--- src/hdl/fpmt_pkg.sv ---
// Shared types and command codes for the fixed-point matrix transform unit.
package fpmt_pkg;

    localparam int DATA_W = 32;
    localparam int CMD_W  = 3;
    localparam int IDX_W  = 4;
    localparam int MAT_N  = 16;
    localparam int PROD_W = 2 * DATA_W;
    // three full products plus a shifted row term need two guard bits
    localparam int SUM_W  = PROD_W + 2;

    typedef logic [CMD_W-1:0]         cmd_t;
    typedef logic [IDX_W-1:0]         idx_t;
    typedef logic signed [DATA_W-1:0] word_t;
    typedef logic signed [PROD_W-1:0] prod_t;
    typedef logic signed [SUM_W-1:0]  sum_t;

    localparam cmd_t CMD_IDENTITY  = 3'd0;
    localparam cmd_t CMD_TRANSLATE = 3'd1;
    localparam cmd_t CMD_SCALE     = 3'd2;
    localparam cmd_t CMD_TRANSFORM = 3'd3;
    localparam cmd_t CMD_READ      = 3'd4;

    localparam word_t WORD_MAX = 32'sh7FFF_FFFF;
    localparam word_t WORD_MIN = 32'sh8000_0000;

endpackage

--- src/hdl/fpmt_finish.sv ---
// Fixed-point sum finishing: shift right toward zero and saturate to 32 bits.
module fpmt_finish #(
    parameter int FRAC_BITS = 16
) (
    input  fpmt_pkg::sum_t  sum_in,
    output fpmt_pkg::word_t word_out
);
    import fpmt_pkg::*;

    localparam sum_t BIAS = (SUM_W'(1) << FRAC_BITS) - SUM_W'(1);

    sum_t                    biased;
    sum_t                    quot;
    logic [SUM_W-DATA_W:0]   upper;
    logic                    fits;

    always_comb begin
        // bias negative sums so the arithmetic shift truncates toward zero
        biased   = sum_in + (sum_in[SUM_W-1] ? BIAS : '0);
        quot     = biased >>> FRAC_BITS;
        upper    = quot[SUM_W-1:DATA_W-1];
        fits     = (&upper) || !(|upper);
        if (fits) begin
            word_out = quot[DATA_W-1:0];
        end else if (quot[SUM_W-1]) begin
            word_out = WORD_MIN;
        end else begin
            word_out = WORD_MAX;
        end
    end

endmodule

--- config.mk ---
export PLATFORM = sky130hd
export DESIGN_NAME = fpmt_finish
export DESIGN_NICKNAME = d
export VERILOG_FILES = /design/src/hdl/fpmt_pkg.sv /design/src/hdl/fpmt_finish.sv
export SDC_FILE = /design/constraint.sdc
export NUM_CORES = 1
export LEC_CHECK = 0
export BUFFER_PORTS_ARGS = -buffer_cell sky130_fd_sc_hd__buf_2
export CAP_MARGIN = 20
export CORE_MARGIN = 2
export CORE_UTILIZATION = 45
export DETAILED_ROUTE_END_ITERATION = 8
export PLACE_DENSITY = 0.8
export SLEW_MARGIN = 30
export SYNTH_ARGS = -nofsm -noshare
export SYNTH_HDL_FRONTEND = slang
export SYNTH_SLANG_ARGS = --single-unit
--- constraint.sdc ---
create_clock -name vclk -period 4.3
set_clock_uncertainty 0.2 [all_clocks]
set_input_delay 0.645 -clock vclk [all_inputs]
set_output_delay 0.645 -clock vclk [all_outputs]
set_load 0.05 [all_outputs]
==> flow_summary.rst, run 1 <==
.. list-table::
   :header-rows: 1

   * - Metric
     - Value
   * - Post-synthesis compound-gate area fraction
     - a little over a third
   * - Main combinational cell family by area after synthesis
     - simple AND/OR/NAND/NOR gates
   * - Yosys top cell by area
     - sky130_fd_sc_hd__ha_1
   * - Post-synthesis cell type count
     - 58
   * - Synth warnings
     - 0
   * - Post-CTS Setup Inserts
     - 6
   * - Area share of the leading cell type in the synthesized netlist
     - 8.762%
   * - Xor/xnor share of the synthesized area
     - roughly 7.8%
   * - Stopped at
     - 4_1_cts
   * - FP Rows
     - 25
   * - Multiplexer fraction of the synthesized cell area
     - 8.002%
   * - Status
     - stopped before the end
   * - Mean instance size in the synthesized netlist
     - 6.932 um2
   * - Detailed-placement wirelength estimate
     - 9095 um
   * - Total of buffers placed on input and output ports
     - 98
   * - Log Error
     - [ERROR DPL-0033] detailed placement checks failed during check placement.
   * - Net count of the mapped netlist
     - 390
   * - Post-synthesis adder-cell area fraction
     - 8.762%
   * - Post-synthesis cell area
     - ~2100 um2
   * - Die H
     - 73.00 um
   * - Cells taking the most area after synthesis
     - sky130_fd_sc_hd__ha_1, sky130_fd_sc_hd__mux2i_1, sky130_fd_sc_hd__nand4_1
   * - Part of the Yosys area used for sequential elements
     - 0%
   * - Ports placed on the boundary
     - 98
   * - Cells resized by post-CTS repair
     - 95
   * - Post-Syn Instances
     - 309
   * - Horizontal die dimension
     - approximately 73 um
   * - Top cells by instance count after synthesis
     - sky130_fd_sc_hd__nand2_1, sky130_fd_sc_hd__nand3_1, sky130_fd_sc_hd__nand4_1, sky130_fd_sc_hd__o21ai_0, sky130_fd_sc_hd__a21oi_1
   * - # hold bufs at CTS
     - 0
   * - Post-synthesis simple-gate area fraction
     - a little under two fifths
   * - Starting Density
     - 45.96%
   * - Routability Congestion
     - 0.9960
   * - Top-count cell post-synth
     - sky130_fd_sc_hd__nand2_1
[kinds of logic after synthesis]
kind of cell,Yosys count
xor+xnor,19
compound gates,101
mux,17
buf+inv,13
fa+ha+maj,15
simple gates,144
[per-stage QoR]
step	util [%]	setup WS (ns)	cell area, um2	cells
after floorplan	-	-0.2785	2639	309
after global placement	87.79	-0.6746	4091	578
after detailed placement	87.79	-0.7986	4091	578
==> run 2, diff against run 1 <==
--- a/config.mk
+++ b/config.mk
@@ -8,9 +8,9 @@
 export BUFFER_PORTS_ARGS = -buffer_cell sky130_fd_sc_hd__buf_2
 export CAP_MARGIN = 20
 export CORE_MARGIN = 2
-export CORE_UTILIZATION = 45
+export CORE_UTILIZATION = 35
 export DETAILED_ROUTE_END_ITERATION = 8
-export PLACE_DENSITY = 0.8
+export PLACE_DENSITY_LB_ADDON = 0.15
 export SLEW_MARGIN = 30
 export SYNTH_ARGS = -nofsm -noshare
 export SYNTH_HDL_FRONTEND = slang
==> constraint.sdc (replaced) <==
create_clock -name vclk -period 5.6
set_clock_uncertainty 0.2 [all_clocks]
set_input_delay 0.84 -clock vclk [all_inputs]
set_output_delay 0.84 -clock vclk [all_outputs]
set_load 0.05 [all_outputs]
==> run 2 against run 1 <==
The flow now finishes without violations. Area after synthesis unchanged. Synthesized cell count unchanged.
==> flow_summary.rst, run 2 <==
.. list-table::
   :header-rows: 1

   * - Metric
     - Value
   * - # hold bufs at CTS
     - 0
   * - Overall via count from detail_route
     - around 3000
   * - Yosys top cell by area
     - sky130_fd_sc_hd__ha_1
   * - Multi-input combinational cell area
     - 2163 um2
   * - Top-count cell post-synth
     - sky130_fd_sc_hd__nand2_1
   * - Via density per instance
     - approximately 6.1
   * - Register cell area after layout
     - 0 um2
   * - Clock period minus worst slack
     - ~5.5 ns
   * - Count of routing violations after the opening detailed-route iteration
     - 133
   * - Pwr per Cell Area
     - roughly 74 nW/um2
   * - Status
     - completed
   * - Cells taking the most area after synthesis
     - sky130_fd_sc_hd__ha_1, sky130_fd_sc_hd__mux2i_1, sky130_fd_sc_hd__nand4_1
   * - Horizontal die dimension
     - 82.23 um
   * - Hold Fails Final Rpt
     - 0
   * - CP endpoint kind
     - output port
   * - Type of the most critical hold path
     - in2out
   * - Max-Cap Viols
     - 0
   * - Synth warnings
     - 0
   * - Met1 usage
     - 28.44%
   * - Number of iterations in the first detailed-routing pass
     - 5
   * - Post-synthesis cell area
     - 2142 um2
   * - Relative max-transition margin
     - 60.07%
   * - Worst EP arrival
     - approximately 4.5 ns
   * - Ports placed on the boundary
     - 98
   * - Total GRT Usage
     - 21.13%
   * - Number of antenna-violating nets in the routed design
     - 0
   * - Post-synthesis to final-layout area growth
     - 38.08%
   * - Remaining global-route overflow
     - 0
   * - Pint
     - 0.07867 mW
   * - FFs & Latches
     - 0
   * - Post-synthesis cell type count
     - 58
   * - Slew at the pin closest to its max-slew limit
     - 0.5963 ns
   * - DRT Wirelength
     - 7720 um
   * - Net count of the mapped netlist
     - slightly below 400
   * - Wirelength per Cell
     - approximately 16 um
   * - Count of inserted antenna diode cells
     - 0
   * - FP Rows
     - 28
   * - Utilization after layout
     - 49.96%
   * - Crit Path Class
     - in2out
   * - Routability Congestion
     - 0.8679
   * - Post-Syn Instances
     - 309
   * - Category of the worst setup path launch point
     - input pin
   * - Post-route fraction of the period consumed by the critical path
     - slightly below 100%
   * - Area share of the leading cell type in the synthesized netlist
     - ~8.8%
   * - Critical path fanouts, max
     - 31
   * - Critical Path RT
     - 4.56 ns
   * - Mean instance size in the synthesized netlist
     - 6.932 um2
   * - Post-CTS Setup Inserts
     - 0
   * - Area of the die
     - between 6000 and 7000 um2
   * - Setup repair after global routing missed its margin
     - true
   * - Detailed-placement wirelength estimate
     - 6427 um
   * - Top cells by instance count after synthesis
     - sky130_fd_sc_hd__nand2_1, sky130_fd_sc_hd__nand3_1, sky130_fd_sc_hd__nand4_1, sky130_fd_sc_hd__o21ai_0, sky130_fd_sc_hd__a21oi_1
   * - Most frequent cells in the layout
     - sky130_fd_sc_hd__buf_2, sky130_fd_sc_hd__nand2_1, sky130_fd_sc_hd__nand3_1, sky130_fd_sc_hd__nand4_1, sky130_fd_sc_hd__o21ai_0
   * - Placeable Area
     - roughly 5900 um2
   * - Total of buffers placed on input and output ports
     - roughly 100
   * - Count of endpoints failing setup in the final report
     - 0
   * - Flop pwr share
     - 0%
   * - GR Util met3
     - around 1.2%
   * - Placement-stage cell area
     - 2836 um2
   * - Starting Density
     - 36.18%
   * - Switching share of power
     - 64.18%
   * - Gr busiest metal
     - met2
   * - Part of the Yosys area used for sequential elements
     - 0%
   * - Via count of the first global-routing pass
     - 2483
   * - Count of nets after finishing
     - 501
   * - Switching pwr
     - 0.1409 mW
   * - Post-route cell area
     - 2958 um2
   * - LEAKAGE
     - 1.208 nW
   * - Clock network power share
     - 0%
   * - Highest ir drop seen on vdd
     - 0.04139 mV
   * - Most common library cell in the layout ignoring fill and taps
     - sky130_fd_sc_hd__buf_2
   * - Final-layout clock buffer total
     - 0
   * - Number of antenna violations at the first check in global routing
     - 0
   * - Highest Clock Rate
     - 182.3 MHz
   * - Fraction of power consumed by combinational cells
     - between 90% and 100%
   * - Share of post-route cells with drive strength above 1
     - between 30% and 40%
   * - Final count of pins violating max slew
     - 0
   * - Die H
     - 82.23 um
   * - DRC viols
     - 0
   * - Filler Cells Inserted
     - 625
   * - First-pass GRT wire length
     - ~12000 um
   * - Maximum number of pins on one net before global-route repair
     - 32
   * - Met2 demand-to-capacity share in global routing
     - 38.15%
-- run 2: layout make-up --
class,instances,area share (%)
inverters,8,1.015
well taps,75,3.173
repair buffers,114,22.67
multi-input cells,296,73.14
-- run 2: power by group through the flow --
stage          combinational (mW)  clock (mW)  sequential, mW
3_3_place_gp                0.205           0               0
6_report                    0.220           0               0
4_1_cts                     0.207           0               0
5_1_grt                     0.240           0               0
2_1_floorplan               0.127           0               0
3_5_place_dp                0.206           0               0
-- run 2: worst paths after layout --
path | from | to | slack (ns) | depth (start not counted)
max | sum_in[65] | word_out[21] | 0.11 | 14
min | sum_in[35] | word_out[19] | 1.97 | 4
-- run 2: cell families (layout without fill, tap and decap cells) --
family          Yosys count  in the layout  synth area share (%)
compound gates          101            101                 34.81
xor+xnor                 19             19                 7.769
fa+ha+maj                15             15                 8.762
buf+inv                  13            122                 3.037
mux                      17             17                 8.002
simple gates            144            144                 37.62
-- run 2: worst max-delay path: stages --
cell and delay (ns):
sky130_fd_sc_hd__clkbuf_4 0.23, sky130_fd_sc_hd__ha_1 0.35, sky130_fd_sc_hd__nand3_1 0.14, sky130_fd_sc_hd__o32a_1 0.41
sky130_fd_sc_hd__a2bb2oi_2 0.19, sky130_fd_sc_hd__buf_4 0.16, sky130_fd_sc_hd__a2111o_1 0.43, sky130_fd_sc_hd__o21ai_2 0.09
sky130_fd_sc_hd__o2111ai_1 0.14, sky130_fd_sc_hd__or4b_4 0.53, sky130_fd_sc_hd__o22a_1 0.22, sky130_fd_sc_hd__buf_12 0.18
sky130_fd_sc_hd__o31ai_2 0.24, sky130_fd_sc_hd__clkbuf_4 0.26
-- run 2: per-stage QoR --
stage / cells / power (mW) / TNS (ns) / hold slack, ns / setup WS [ns]
after global placement: 493 / 0.2054 / 0 / 1.976 / 0.1567
after detailed placement: 493 / 0.2060 / 0 / 1.969 / 0.07341
final: 493 / 0.2196 / 0 / 1.968 / 0.1143
after global routing: 493 / 0.2398 / -0.6806 / 1.999 / -0.07137
after floorplan: 309 / 0.1273 / -1.280 / 1.782 / -0.1829
after CTS: 493 / 0.2069 / 0 / 1.971 / 0.06559
-- run 2: repair_timing --
action | in CTS | in global routing
endpoints found under the setup margin | 0 | 31
hold endpoints to repair | 0 | 0
gates resized for setup | 0 | 35
-- run 2: metal layers --
metal	part of all wire [%]	vias to the layer above	wire length, um
li1	-	1482	-
met1	46	1376	3544
met2	46	126	3549
met3	6.9	10	531
met4	1.2	0	94
met5	0	-	0
Power figures use the tool's default switching activity.
==> run 3, diff against run 2 <==
--- a/config.mk
+++ b/config.mk
@@ -5,13 +5,13 @@
 export SDC_FILE = /design/constraint.sdc
 export NUM_CORES = 1
 export LEC_CHECK = 0
-export BUFFER_PORTS_ARGS = -buffer_cell sky130_fd_sc_hd__buf_2
 export CAP_MARGIN = 20
 export CORE_MARGIN = 2
 export CORE_UTILIZATION = 35
 export DETAILED_ROUTE_END_ITERATION = 8
+export DONT_BUFFER_PORTS = 1
 export PLACE_DENSITY_LB_ADDON = 0.15
-export SLEW_MARGIN = 30
+export SLEW_MARGIN = 20
 export SYNTH_ARGS = -nofsm -noshare
 export SYNTH_HDL_FRONTEND = slang
 export SYNTH_SLANG_ARGS = --single-unit
==> run 3 against run 2 <==
Wire length decreased by 1.9%. Non-clock buffer count decreased by 74. Critical path depth decreased by 2. Critical endpoint is now word_out[11]. Largest cell class unchanged.
==> flow_summary.rst, run 3 (synthesis gave the netlist of run 2 again) <==
.. list-table::
   :header-rows: 1

   * - Metric
     - Value
   * - Highest Clock Rate
     - 189.4 MHz
   * - CP endpoint kind
     - output port
   * - Wirelength per Cell
     - 18.08 um
   * - Category of the worst setup path launch point
     - input pin
   * - Filler Cells Inserted
     - 656
   * - Count of routing violations after the opening detailed-route iteration
     - 141
   * - Met2 demand-to-capacity share in global routing
     - between 30% and 40%
   * - Post-synthesis to final-layout area growth
     - 17.35%
   * - Highest ir drop seen on vdd
     - 0.04189 mV
   * - Cells resized by post-CTS repair
     - 0
   * - Number of antenna-violating nets in the routed design
     - 0
   * - Share of post-route cells with drive strength above 1
     - 17.44%
   * - Remaining global-route overflow
     - 0
   * - Delay of the slowest cell on the worst path
     - 0.55 ns
   * - Worst EP arrival
     - 4.24 ns
   * - Most frequent cells in the layout
     - sky130_fd_sc_hd__buf_4, sky130_fd_sc_hd__nand2_1, sky130_fd_sc_hd__nand3_1, sky130_fd_sc_hd__nand4_1, sky130_fd_sc_hd__a21oi_1
   * - Horizontal die dimension
     - 82.23 um
   * - Met1 usage
     - roughly 28%
   * - Post-CTS Setup Inserts
     - 0
   * - Status
     - completed
   * - Final-layout clock buffer total
     - 0
   * - Post-route fraction of the period consumed by the critical path
     - about 94%
   * - Max-Cap Viols
     - 0
   * - Placeable Area
     - 5921 um2
   * - Crit Path Class
     - in2out
   * - Count of inserted antenna diode cells
     - 0
   * - Maximum number of pins on one net before global-route repair
     - 32
   * - Detailed-placement wirelength estimate
     - approximately 6400 um
   * - Count of nets after finishing
     - 427
   * - LEAKAGE
     - 0.9229 nW
   * - Number of antenna violations at the first check in global routing
     - 0
   * - Starting Density
     - 36.18%
   * - Slew at the pin closest to its max-slew limit
     - between 0.5 and 0.6 ns
   * - Ports placed on the boundary
     - 98
   * - Final count of pins violating max slew
     - 0
   * - Critical Path RT
     - 4.56 ns
   * - First-pass GRT wire length
     - about 11000 um
   * - DRC viols
     - 0
   * - Most common library cell in the layout ignoring fill and taps
     - sky130_fd_sc_hd__buf_4
   * - Die H
     - 82.23 um
   * - Overall via count from detail_route
     - about 2700
   * - Count of endpoints failing setup in the final report
     - 0
   * - Type of the most critical hold path
     - in2out
   * - Gr busiest metal
     - met2
   * - Cell type of the slowest stage on the worst timing path
     - sky130_fd_sc_hd__or4b_4
   * - Hold Fails Final Rpt
     - 0
   * - Routability Congestion
     - 0.9093
   * - Pwr per Cell Area
     - about 67 nW/um2
   * - Total GRT Usage
     - 20.88%
   * - CP bufs+invs
     - 2
   * - Final Power
     - roughly 0.17 mW
   * - # hold bufs at CTS
     - 0
   * - Setup repair after global routing missed its margin
     - false
   * - Clock period minus worst slack
     - 5.279 ns
   * - GR Util met3
     - 2.826%
   * - Smallest hold slack
     - 1.816 ns
   * - Area of the die
     - 6762 um2
   * - Relative max-transition margin
     - 62.65%
   * - Top Family by Delay on Critical Path
     - compound AO/OA/AOI/OAI gates
   * - FP Rows
     - 28
   * - Cell breakdown of the critical path
     - ha_1 -> nand3_1 -> o32a_1 -> a2bb2oi_2 -> a2111oi_0 -> xnor2_1 -> o2111ai_1 -> or4b_4 -> o22a_1 -> buf_12 -> o31ai_2 -> buf_4
   * - Via count of the first global-routing pass
     - approximately 2400
   * - Critical path fanouts, max
     - 31
   * - DRT Wirelength
     - 7575 um
   * - Via density per instance
     - 6.434
   * - FFs & Latches
     - 0
   * - Number of iterations in the first detailed-routing pass
     - 5
   * - Register cell area after layout
     - 0 um2
   * - Total of buffers placed on input and output ports
     - 0
[run 3: layer usage]
| layer | vias to the layer above | wire [um] | part of all wire, % |
|---|---|---|---|
| li1 | 1330 | - | - |
| met1 | 1246 | 3237 | 43 |
| met2 | 116 | 3474 | 46 |
| met3 | 4 | 811 | 11 |
| met4 | 0 | 51 | 0.67 |
| met5 | - | 0 | 0 |
[run 3: layout make-up]
cell class	count	area (um2)	share of cell area, %
multi-input cells	296	2077	82.63
repair buffers	40	312.8	12.44
well taps	75	93.84	3.733
inverters	8	30.03	1.195
[run 3: power breakdown]
group          internal [mW]  switching [mW]
clock network              0               0
logic                 0.0589           0.110
registers                  0               0
[run 3: worst paths after layout]
| kind | start | end | slack [ns] | cells past startpoint |
|---|---|---|---|---|
| setup / recovery | sum_in[6] | word_out[11] | 0.32 | 12 |
| hold / removal | sum_in[41] | word_out[25] | 1.82 | 3 |
[run 3: per-stage QoR]
stage | worst slack [ns] | instances | TNS [ns] | cell area (um2) | util (%)
2_1_floorplan | -0.1829 | 309 | -1.280 | 2142 | -
6_report | 0.3210 | 419 | 0 | 2514 | 42.46
3_3_place_gp | 0.4539 | 419 | 0 | 2514 | 42.46
4_1_cts | 0.3551 | 419 | 0 | 2514 | 42.46
3_5_place_dp | 0.3627 | 419 | 0 | 2514 | 42.46
5_1_grt | 0.1723 | 419 | 0 | 2514 | 42.46
[run 3: worst min-delay path, delay by kind of cell]
| kind | cells | cell delay, ns |
|---|---|---|
| buffers and inverters | 1 | 0.19 |
| multiplexers | 1 | 0.06 |
| XOR/XNOR | 1 | 0.09 |
